===== src/tbe_pkg.sv =====
// Shared constants, types and codes of the trace baseline estimator.
// No dependencies; every other file of the block refers to this package.
`default_nettype none

package tbe_pkg;

	localparam int unsigned MAX_SAMPLES   = 4096;
	localparam int unsigned SAMPLE_BITS   = 12;
	localparam int unsigned FRACTION_BITS = 8;

	localparam int unsigned THR_W      = 12;
	localparam int unsigned MINP_W     = 13;
	localparam int unsigned CFG_DATA_W = (THR_W > MINP_W) ? THR_W : MINP_W;

	// Sample counter holds MAX_SAMPLES itself; a tested index stays below it.
	localparam int unsigned CNT_W  = $clog2(MAX_SAMPLES + 1);
	localparam int unsigned IDX_W  = $clog2(MAX_SAMPLES);
	localparam int unsigned SUM_W  = SAMPLE_BITS + IDX_W;
	localparam int unsigned PTHR_W = THR_W + IDX_W;
	localparam int unsigned CMP_W  = (SUM_W > PTHR_W) ? SUM_W : PTHR_W;
	localparam int unsigned NB_W   = (SAMPLE_BITS > THR_W + 1) ? SAMPLE_BITS : THR_W + 1;
	localparam int unsigned LEN_W  = (CNT_W > MINP_W) ? CNT_W : MINP_W;
	localparam int unsigned BASE_W = SAMPLE_BITS + FRACTION_BITS;
	localparam int unsigned DIVD_W = SUM_W + FRACTION_BITS;
	localparam int unsigned STEP_W = $clog2(DIVD_W);

	typedef enum logic [1:0] {
		ST_VALID = 2'd0,
		ST_FEW   = 2'd1,
		ST_SHORT = 2'd2
	} status_t;

	typedef enum logic {
		REG_THRESHOLD  = 1'b0,
		REG_MIN_POINTS = 1'b1
	} cfg_reg_t;

	// One finished trace, handed from the front to the back.
	typedef struct packed {
		status_t            status;
		logic [SUM_W-1:0]   sum;
		logic [CNT_W-1:0]   count;
	} job_t;

endpackage

`default_nettype wire


===== src/tbe_sample_if.sv =====
// Input channel of the estimator: one ADC sample word with its last flag.
// Depends on tbe_pkg for the sample width.
`default_nettype none

interface tbe_sample_if;
	logic                            valid;
	logic                            ready;
	logic [tbe_pkg::SAMPLE_BITS-1:0] sample;
	logic                            last_sample;

	modport source (output valid, output sample, output last_sample, input ready);
	modport sink   (input valid, input sample, input last_sample, output ready);
endinterface

`default_nettype wire


===== src/tbe_result_if.sv =====
// Output channel of the estimator: one report word per trace.
// Depends on tbe_pkg for the status type and field widths.
`default_nettype none

interface tbe_result_if;
	logic                       valid;
	logic                       ready;
	tbe_pkg::status_t           status;
	logic [tbe_pkg::BASE_W-1:0] baseline;
	logic [tbe_pkg::CNT_W-1:0]  points_used;

	modport source (output valid, output status, output baseline, output points_used,
		input ready);
	modport sink   (input valid, input status, input baseline, input points_used,
		output ready);
endinterface

`default_nettype wire


===== src/tbe_cfg_if.sv =====
// Configuration write channel: register index and write data.
// Depends on tbe_pkg for the register codes and data width.
`default_nettype none

interface tbe_cfg_if;
	logic                           valid;
	logic                           ready;
	tbe_pkg::cfg_reg_t              index;
	logic [tbe_pkg::CFG_DATA_W-1:0] data;

	modport source (output valid, output index, output data, input ready);
	modport sink   (input valid, input index, input data, output ready);
endinterface

`default_nettype wire


===== src/tbe_front.sv =====
// Front part: accepts samples, keeps the running statistics of the trace and
// classifies it at its last sample. Depends on tbe_pkg and the sample and config interfaces.
`default_nettype none

module tbe_front (
	input  wire logic          clk,
	input  wire logic          arst_n,
	tbe_sample_if.sink         samples,
	tbe_cfg_if.sink            cfg,
	input  wire logic          job_full,
	output logic               job_push,
	output tbe_pkg::job_t      job
);

	logic [tbe_pkg::THR_W-1:0]       threshold_q;
	logic [tbe_pkg::MINP_W-1:0]      min_points_q;
	logic [tbe_pkg::CNT_W-1:0]       count_q;
	logic [tbe_pkg::SUM_W-1:0]       sum_q;
	logic [tbe_pkg::CNT_W-1:0]       avg_q;
	logic [tbe_pkg::SAMPLE_BITS-1:0] prev_q;
	logic                            stopped_q;
	logic [tbe_pkg::CNT_W-1:0]       stop_pos_q;

	logic                            accept;
	logic                            in_range;
	logic                            test;
	logic                            fail;
	logic [tbe_pkg::IDX_W-1:0]       n;
	logic [tbe_pkg::SUM_W-1:0]       sum_add;
	logic [tbe_pkg::SUM_W-1:0]       prod_x;
	logic [tbe_pkg::PTHR_W-1:0]      prod_t;
	logic [tbe_pkg::SUM_W-1:0]       diff_mean;
	logic [tbe_pkg::SAMPLE_BITS-1:0] diff_prev;
	logic [tbe_pkg::CNT_W-1:0]       count_nx;
	logic [tbe_pkg::SUM_W-1:0]       sum_nx;
	logic [tbe_pkg::CNT_W-1:0]       avg_nx;
	logic                            stopped_nx;
	logic [tbe_pkg::CNT_W-1:0]       stop_pos_nx;
	logic [tbe_pkg::CNT_W-1:0]       reach;

	assign cfg.ready     = 1'b1;
	assign samples.ready = !job_full;
	assign accept        = samples.valid && !job_full;

	assign in_range = count_q < tbe_pkg::CNT_W'(tbe_pkg::MAX_SAMPLES);
	assign n        = count_q[tbe_pkg::IDX_W-1:0];
	assign test     = in_range && (n != '0) && !stopped_q;
	assign sum_add  = sum_q + tbe_pkg::SUM_W'(prev_q);
	assign prod_x   = tbe_pkg::SUM_W'(samples.sample) * tbe_pkg::SUM_W'(n);
	assign prod_t   = tbe_pkg::PTHR_W'(threshold_q) * tbe_pkg::PTHR_W'(n);

	always_comb begin
		if (prod_x >= sum_add) begin
			diff_mean = prod_x - sum_add;
		end else begin
			diff_mean = sum_add - prod_x;
		end
		if (samples.sample >= prev_q) begin
			diff_prev = samples.sample - prev_q;
		end else begin
			diff_prev = prev_q - samples.sample;
		end
	end

	// The mean test compares scaled by n, so no division is needed per sample.
	assign fail = (tbe_pkg::CMP_W'(diff_mean) > tbe_pkg::CMP_W'(prod_t)) ||
		(tbe_pkg::NB_W'(diff_prev) > tbe_pkg::NB_W'({threshold_q, 1'b0}));

	assign count_nx    = in_range ? count_q + 1'b1 : count_q;
	assign sum_nx      = test ? sum_add : sum_q;
	assign avg_nx      = test ? tbe_pkg::CNT_W'(n) : avg_q;
	assign stopped_nx  = stopped_q || (test && fail);
	assign stop_pos_nx = (test && fail) ? tbe_pkg::CNT_W'(n) : stop_pos_q;
	assign reach       = stopped_nx ? stop_pos_nx : count_nx;

	always_comb begin
		job.sum = sum_nx;
		if (tbe_pkg::LEN_W'(count_nx) < tbe_pkg::LEN_W'(min_points_q)) begin
			job.status = tbe_pkg::ST_SHORT;
			job.count  = '0;
		end else if ((tbe_pkg::LEN_W'(reach) >= tbe_pkg::LEN_W'(min_points_q)) &&
			(avg_nx != '0)) begin
			job.status = tbe_pkg::ST_VALID;
			job.count  = avg_nx;
		end else begin
			job.status = tbe_pkg::ST_FEW;
			job.count  = avg_nx;
		end
	end

	assign job_push = accept && samples.last_sample;

	always_ff @(posedge clk or negedge arst_n) begin
		if (!arst_n) begin
			threshold_q  <= tbe_pkg::THR_W'(10);
			min_points_q <= tbe_pkg::MINP_W'(50);
		end else if (cfg.valid) begin
			case (cfg.index)
				tbe_pkg::REG_THRESHOLD:  threshold_q  <= cfg.data[tbe_pkg::THR_W-1:0];
				tbe_pkg::REG_MIN_POINTS: min_points_q <= cfg.data[tbe_pkg::MINP_W-1:0];
				default: ;
			endcase
		end
	end

	always_ff @(posedge clk or negedge arst_n) begin
		if (!arst_n) begin
			count_q    <= '0;
			sum_q      <= '0;
			avg_q      <= '0;
			prev_q     <= '0;
			stopped_q  <= 1'b0;
			stop_pos_q <= '0;
		end else if (accept) begin
			prev_q     <= in_range ? samples.sample : prev_q;
			stop_pos_q <= stop_pos_nx;
			if (samples.last_sample) begin
				count_q   <= '0;
				sum_q     <= '0;
				avg_q     <= '0;
				stopped_q <= 1'b0;
			end else begin
				count_q   <= count_nx;
				sum_q     <= sum_nx;
				avg_q     <= avg_nx;
				stopped_q <= stopped_nx;
			end
		end
	end

endmodule

`default_nettype wire


===== src/tbe_queue.sv =====
// Two-entry queue of finished traces between front and back.
// Depends on tbe_pkg for the job type.
`default_nettype none

module tbe_queue (
	input  wire logic          clk,
	input  wire logic          arst_n,
	input  wire logic          push,
	input  wire tbe_pkg::job_t push_job,
	output logic               full,
	input  wire logic          pop,
	output logic               nonempty,
	output tbe_pkg::job_t      pop_job
);

	tbe_pkg::job_t entry_q [2];
	logic          wr_q;
	logic          rd_q;
	logic [1:0]    fill_q;

	assign full     = fill_q == 2'd2;
	assign nonempty = fill_q != 2'd0;
	assign pop_job  = entry_q[rd_q];

	always_ff @(posedge clk) begin
		if (push) begin
			entry_q[wr_q] <= push_job;
		end
	end

	always_ff @(posedge clk or negedge arst_n) begin
		if (!arst_n) begin
			wr_q   <= 1'b0;
			rd_q   <= 1'b0;
			fill_q <= 2'd0;
		end else begin
			if (push) begin
				wr_q <= !wr_q;
			end
			if (pop) begin
				rd_q <= !rd_q;
			end
			if (push && !pop) begin
				fill_q <= fill_q + 2'd1;
			end else if (pop && !push) begin
				fill_q <= fill_q - 2'd1;
			end
		end
	end

endmodule

`default_nettype wire


===== src/tbe_back.sv =====
// Back part: takes finished traces from the queue, for a valid one divides sum by count
// one quotient bit per cycle and holds the report word. Depends on tbe_pkg, tbe_result_if.
`default_nettype none

module tbe_back (
	input  wire logic          clk,
	input  wire logic          arst_n,
	input  wire logic          job_valid,
	input  wire tbe_pkg::job_t job,
	output logic               job_pop,
	tbe_result_if.source       results
);

	typedef enum logic [1:0] {
		B_IDLE,
		B_DIVIDE,
		B_SHOW
	} back_state_t;

	back_state_t                  state_q;
	logic [tbe_pkg::DIVD_W-1:0]   dividend_q;
	logic [tbe_pkg::CNT_W-1:0]    divisor_q;
	logic [tbe_pkg::CNT_W-1:0]    rem_q;
	logic [tbe_pkg::STEP_W-1:0]   step_q;
	tbe_pkg::status_t             status_q;
	logic [tbe_pkg::BASE_W-1:0]   baseline_q;
	logic [tbe_pkg::CNT_W-1:0]    used_q;

	logic [tbe_pkg::CNT_W:0]      rem_shift;
	logic                         qbit;
	logic [tbe_pkg::CNT_W:0]      rem_sub;
	logic [tbe_pkg::DIVD_W-1:0]   dividend_nx;

	assign job_pop = (state_q == B_IDLE) && job_valid;

	// Restoring division: the quotient shifts in where the dividend shifts out.
	assign rem_shift   = {rem_q, dividend_q[tbe_pkg::DIVD_W-1]};
	assign qbit        = rem_shift >= {1'b0, divisor_q};
	assign rem_sub     = rem_shift - {1'b0, divisor_q};
	assign dividend_nx = {dividend_q[tbe_pkg::DIVD_W-2:0], qbit};

	assign results.valid       = state_q == B_SHOW;
	assign results.status      = status_q;
	assign results.baseline    = baseline_q;
	assign results.points_used = used_q;

	always_ff @(posedge clk or negedge arst_n) begin
		if (!arst_n) begin
			state_q    <= B_IDLE;
			dividend_q <= '0;
			divisor_q  <= '0;
			rem_q      <= '0;
			step_q     <= '0;
			status_q   <= tbe_pkg::ST_VALID;
			baseline_q <= '0;
			used_q     <= '0;
		end else begin
			case (state_q)
				B_IDLE: begin
					if (job_valid) begin
						status_q   <= job.status;
						used_q     <= job.count;
						baseline_q <= '0;
						dividend_q <= {job.sum, {tbe_pkg::FRACTION_BITS{1'b0}}};
						divisor_q  <= job.count;
						rem_q      <= '0;
						step_q     <= '0;
						if (job.status == tbe_pkg::ST_VALID) begin
							state_q <= B_DIVIDE;
						end else begin
							state_q <= B_SHOW;
						end
					end
				end
				B_DIVIDE: begin
					dividend_q <= dividend_nx;
					rem_q      <= qbit ? rem_sub[tbe_pkg::CNT_W-1:0]
						: rem_shift[tbe_pkg::CNT_W-1:0];
					step_q     <= step_q + 1'b1;
					if (step_q == tbe_pkg::STEP_W'(tbe_pkg::DIVD_W - 1)) begin
						baseline_q <= dividend_nx[tbe_pkg::BASE_W-1:0];
						state_q    <= B_SHOW;
					end
				end
				B_SHOW: begin
					if (results.ready) begin
						state_q <= B_IDLE;
					end
				end
				default: state_q <= B_IDLE;
			endcase
		end
	end

endmodule

`default_nettype wire


===== src/trace_baseline_estimator_core.sv =====
// Trace baseline estimator, top level. Samples are taken one per cycle while the queue
// has room; the report word of a trace passes the trace queue and, for a valid trace,
// the divider (one quotient bit per cycle over the 32-bit scaled sum) before it is held.
// A two-entry trace queue lets the sample side run on while the divider works;
// samples stall only when two finished traces wait. Reset (arst_n low, async)
// clears all trace state and sets threshold to 10 and min_points to 50.
`default_nettype none

module trace_baseline_estimator_core (
	input  wire logic    clk,
	input  wire logic    arst_n,
	tbe_sample_if.sink   samples,
	tbe_result_if.source results,
	tbe_cfg_if.sink      cfg
);

	// The front part does all per-sample work as each sample is accepted: it adds the previous
	// sample into the running sum, tests the new sample against the mean (scaled
	// by the count, so no division is needed) and against its neighbor, and on
	// the last word of a trace classifies it and hands a job to the queue.
	logic          job_push;
	logic          queue_full;
	logic          queue_nonempty;
	logic          job_pop;
	tbe_pkg::job_t push_job;
	tbe_pkg::job_t pop_job;

	tbe_front u_front (
		.clk      (clk),
		.arst_n   (arst_n),
		.samples  (samples),
		.cfg      (cfg),
		.job_full (queue_full),
		.job_push (job_push),
		.job      (push_job)
	);

	// The queue decouples both sides so that a slow result sink or a long
	// division does not hold up sample intake until the queue fills.
	tbe_queue u_queue (
		.clk      (clk),
		.arst_n   (arst_n),
		.push     (job_push),
		.push_job (push_job),
		.full     (queue_full),
		.pop      (job_pop),
		.nonempty (queue_nonempty),
		.pop_job  (pop_job)
	);

	// The back part turns a valid job into a baseline with a bit-serial divider
	// and holds the report word in its output registers until it is taken.
	tbe_back u_back (
		.clk       (clk),
		.arst_n    (arst_n),
		.job_valid (queue_nonempty),
		.job       (pop_job),
		.job_pop   (job_pop),
		.results   (results)
	);

`ifndef SYNTH
	a_queue_no_overflow: assert property (@(posedge clk) disable iff (!arst_n)
		job_push |-> !queue_full)
		else $error("trace queue written while full");

	a_baseline_only_valid: assert property (@(posedge clk) disable iff (!arst_n)
		results.valid && (results.status != tbe_pkg::ST_VALID) |-> results.baseline == '0)
		else $error("baseline set on a report that is not valid");

	a_short_uses_none: assert property (@(posedge clk) disable iff (!arst_n)
		results.valid && (results.status == tbe_pkg::ST_SHORT) |-> results.points_used == '0)
		else $error("short trace reports averaged points");

	a_valid_has_points: assert property (@(posedge clk) disable iff (!arst_n)
		results.valid && (results.status == tbe_pkg::ST_VALID) |-> results.points_used != '0)
		else $error("valid baseline with no averaged points");
`endif

endmodule

`default_nettype wire

===== src/flat_wrapper.sv =====
// flat-port wrapper written by rule: the top's interface ports become plain ports
module trace_baseline_estimator_core_flat 
  (clk, arst_n, samples_valid, samples_sample, samples_last_sample, samples_ready, results_valid, results_status, results_baseline, results_points_used, results_ready, cfg_valid, cfg_index, cfg_data, cfg_ready);
  tbe_sample_if samples_i ();
  tbe_result_if results_i ();
  tbe_cfg_if cfg_i ();
  input  wire logic clk;
  input  wire logic arst_n;
  input wire logic [$bits(samples_i.valid)-1:0] samples_valid;
  input wire logic [$bits(samples_i.sample)-1:0] samples_sample;
  input wire logic [$bits(samples_i.last_sample)-1:0] samples_last_sample;
  output wire logic [$bits(samples_i.ready)-1:0] samples_ready;
  output wire logic [$bits(results_i.valid)-1:0] results_valid;
  output wire logic [$bits(results_i.status)-1:0] results_status;
  output wire logic [$bits(results_i.baseline)-1:0] results_baseline;
  output wire logic [$bits(results_i.points_used)-1:0] results_points_used;
  input wire logic [$bits(results_i.ready)-1:0] results_ready;
  input wire logic [$bits(cfg_i.valid)-1:0] cfg_valid;
  input wire logic [$bits(cfg_i.index)-1:0] cfg_index;
  input wire logic [$bits(cfg_i.data)-1:0] cfg_data;
  output wire logic [$bits(cfg_i.ready)-1:0] cfg_ready;
  assign samples_i.valid = samples_valid;
  assign samples_i.sample = samples_sample;
  assign samples_i.last_sample = samples_last_sample;
  assign samples_ready = samples_i.ready;
  assign results_valid = results_i.valid;
  assign results_status = results_i.status;
  assign results_baseline = results_i.baseline;
  assign results_points_used = results_i.points_used;
  assign results_i.ready = results_ready;
  assign cfg_i.valid = cfg_valid;
  assign cfg_i.index = cfg_index;
  assign cfg_i.data = cfg_data;
  assign cfg_ready = cfg_i.ready;
  trace_baseline_estimator_core u_core (.clk(clk), .arst_n(arst_n), .samples(samples_i), .results(results_i), .cfg(cfg_i));
endmodule

===== config.mk =====
export PLATFORM = sky130hd
export DESIGN_NAME = trace_baseline_estimator_core_flat
export DESIGN_NICKNAME = d
export VERILOG_FILES = /design/src/tbe_pkg.sv /design/src/tbe_sample_if.sv /design/src/tbe_result_if.sv /design/src/tbe_cfg_if.sv /design/src/tbe_front.sv /design/src/tbe_queue.sv /design/src/tbe_back.sv /design/src/trace_baseline_estimator_core.sv /design/src/flat_wrapper.sv
export SDC_FILE = /design/constraint.sdc
export NUM_CORES = 1
export LEC_CHECK = 0
export BUFFER_PORTS_ARGS = -buffer_cell sky130_fd_sc_hd__buf_4
export CORE_ASPECT_RATIO = 1.75
export CORE_MARGIN = 4
export CORE_UTILIZATION = 40
export DETAILED_ROUTE_END_ITERATION = 10
export HOLD_SLACK_MARGIN = 0.06
export MAX_ROUTING_LAYER = met4
export PLACE_DENSITY_LB_ADDON = 0.05
export SLEW_MARGIN = 25
export SYNTH_ARGS = -nofsm -noshare
export SYNTH_HDL_FRONTEND = slang
export SYNTH_SLANG_ARGS = --single-unit

===== constraint.sdc =====
create_clock -name clk -period 13.7 [get_ports clk]
set_clock_uncertainty 0.2 [all_clocks]
set_input_delay 0.685 -clock clk [delete_from_list [all_inputs] [get_ports clk]]
set_output_delay 0.685 -clock clk [all_outputs]
set_load 0.01 [all_outputs]

==> metrics <==
synthesis-to-layout area growth=7.89%; Rows=126; number of port buffers=68; TritonCTS Buffers=29; Die Ht=354 um; synthesized area=0.0274 mm2; Max Clk Rate=0.0824 GHz; Reg clk slew, reported paths=70 ps; hold_sp=cfg_data[1]; synth warn=0; syn_area_per_cell=8.94 um2; outcome=finished, final reports clean; total gr overflow=0; ys async rst share=71.1%; crit-path max FO=24; number of synthesized flops with an enable pin=78; drt first pass iters=5; pin count of the biggest net entering global routing=85; flip-flop and latch count after synthesis=270; Worst setup EP type=register; Worst slew margin=34.1%; first-pass GRT wire length=128 mm; WL final=80.9 mm; CTS tree=yes; vias=21400; core area=0.0676 mm2; gr usage total=22.9%; nets=3540; number of DRC markers in iteration 0=1206; top_reg_cell synth=dfrtp_1; fill count=6723; drt wl/cell=20.5 um; setup bufs post-CTS=0; CTS resizes=0; DRC errors left=0; worst r2r path cells=42; starting density of the core=40.5%; root buf cell=clkbuf_16; CP max stage cell=dfrtp_1; Min Clock Period, post-route=12140 ps; Max-Cap Viols=0; CP dominant cell by count=ha_1; final hold vios=0; Least-Margin Pin Slew=985 ps; Crit path largest cell delay=940 ps; RR Startpoint=u_core.u_front.count_q[10]$_DFFE_PN0P_; CTS Hold Bufs=1; Mapped Cells=3063; post-DP HPWL=64.3 mm; Seq/Total Area, Yosys=26.1%; critical setup path kind=reg -> reg; Hold WC Path Type=in -> reg; num ports=70; GP Congestion=0.870; layout cell share with drive strength beyond 1=7.30%; Longest Clk Path Bufs=3; CP required=13890 ps; CP Buf/Inv Count=5; RSZ-0062 raised after global routing=no; Clock Sinks=270; initial antenna violation count=1; Die Wd=206 um; startpoint types=register; hold endpoint=u_core.u_front.threshold_q[1]$_DFFE_PN1P_; RR Endpoint=u_core.u_queue.entry_q[1][37]$_DFFE_PP_; final antenna-violating net count=0; WHS=113 ps; routed vias/inst=5.43; Slew Limit Fails=0; H-tree levels=1; final setup fails=0; die area=0.0729 mm2; period utilisation layout=88.6%; synthesized net count=3585; Reg2Reg Setup Slack=1560 ps; setup_tns=0 ps; Crit path max-delay family=compound AO/OA/AOI/OAI gates; crit path DAT=12330 ps; vias in the first global route=22500; hold path cells=3; clk_lat worst skew=600 ps; synth unique cells=81
final cells by class:
type	instances	area [um2]	area share, %
timing repair buffer	96	729	2.47
tap	896	1120	3.79
antenna	1	2.50	0.00847
clock buffer	34	744	2.52
multi-input combinational	2227	18100	61.3
clock inverter	20	206	0.699
inverter	394	1480	5.00
sequential	270	7150	24.2
kinds of logic (layout without fill, tap and decap cells):
logic type | count (synthesis) | in the layout | synth area share, %
other | 1 | 2 | 0.0137
xor gates and xnor gates | 138 | 138 | 4.41
and+or+nand+nor | 895 | 895 | 15.2
AOI/OAI and AO/OA | 598 | 598 | 14.4
muxes | 105 | 105 | 4.04
buffers and inverters | 566 | 544 | 7.85
DFF | 270 | 270 | 26.1
adders and majority gates | 490 | 490 | 28.0
routing by layer:
metal	track usage [%]	up-vias	share of wire [%]
li1	-	10100	-
met1	25.1	10700	38
met2	42.9	413	55
met3	1.75	133	3.0
met4	8.12	0	4.1
met5	-	-	0
tightest hold or removal path: stages:
cell and delay (ps):
buf_4 90, nand2_1 40, o21ai_0 70
state kept, by name, summed over array words and instances, names as in the netlist:
signal	count
u_core.u_back.dividend_q	32
u_core.u_back.rem_q	13
u_core.u_back.results.baseline	20
u_core.u_back.results.points_used	13
u_core.u_back.results.status	2
u_core.u_back.state_q	2
u_core.u_back.step_q	5
u_core.u_front.avg_q	13
u_core.u_front.count_q	13
u_core.u_front.min_points_q	13
u_core.u_front.prev_q	12
u_core.u_front.stop_pos_q	13
u_core.u_front.stopped_q	1
u_core.u_front.sum_q	24
u_core.u_front.threshold_q	12
u_core.u_queue.entry_q	78
u_core.u_queue.fill_q	2
u_core.u_queue.rd_q	1
u_core.u_queue.wr_q	1
cells in the final DEF, fill, tap and decap left out, drive strengths merged, types with 7 or more instances in the layout:
cell type and n:
nand2 407, inv 399, ha 284, fa 206, dfrtp 187, o21ai 167
a21oi 146, nor2 140, and2 110, buf 94, xnor2 92, edfxtp 78
mux2i 61, nand3 57, a21o 46, xor2 46, mux2 44, nor3 39
nand4 38, clkbuf 35, a22o 32, o21a 27, o211ai 24, nor2b 23
a221o 21, a21boi 20, nand2b 18, o21bai 18, and3 15, a211oi 13
nor4 10, a31oi 10, clkinv 10, nand3b 9, or3 9, o31ai 8
o22ai 7
worst max-delay path by stage:
stage                                                 from                                 endpoint  slack (ps)  cells past startpoint
floorplan            u_core.u_front.count_q[4]$_DFFE_PN0P_  u_core.u_queue.entry_q[0][37]$_DFFE_PP_        2820                     48
global placement                         samples_sample[1]  u_core.u_queue.entry_q[0][37]$_DFFE_PP_        1740                     43
detailed placement                       samples_sample[1]  u_core.u_queue.entry_q[1][37]$_DFFE_PP_        1550                     43
CTS                 u_core.u_front.count_q[10]$_DFFE_PN0P_  u_core.u_queue.entry_q[1][37]$_DFFE_PP_        1570                     40
global route        u_core.u_front.count_q[10]$_DFFE_PN0P_  u_core.u_queue.entry_q[0][37]$_DFFE_PP_         700                     44
finish              u_core.u_front.count_q[10]$_DFFE_PN0P_  u_core.u_queue.entry_q[1][37]$_DFFE_PP_        1560                     42
per-stage QoR:
step           utilization (%)  std cells  area [um2]  setup slack [ps]
6_report                  43.7       3938       29600              1560
5_1_grt                   43.7       3938       29600               699
4_1_cts                   43.7       3937       29600              1570
3_5_place_dp              42.3       3882       28600              1550
3_3_place_gp              42.3       3882       28600              1740
2_1_floorplan                -       3063       27400              2820
synth_stat cells (57+ instances only):
| master | number | share of area (%) |
|---|---|---|
| dfrtp_1 | 187 | 17 |
| mux2i_1 | 61 | 2.2 |
| a21oi_1 | 144 | 2.6 |
| nand3_1 | 57 | 1.0 |
| edfxtp_1 | 78 | 8.6 |
| and2_1 | 108 | 2.5 |
| ha_1 | 284 | 13 |
| inv_1 | 394 | 5.4 |
| xnor2_1 | 92 | 2.9 |
| nand2_1 | 407 | 5.6 |
| nor2_1 | 140 | 1.9 |
| fa_1 | 206 | 15 |
| o21ai_0 | 160 | 2.9 |
| clkbuf_1 | 141 | 1.9 |
Power is left out: the tool's default activity adds up to more than one toggle a clock period on the data nets, which glitch-free logic cannot reach.
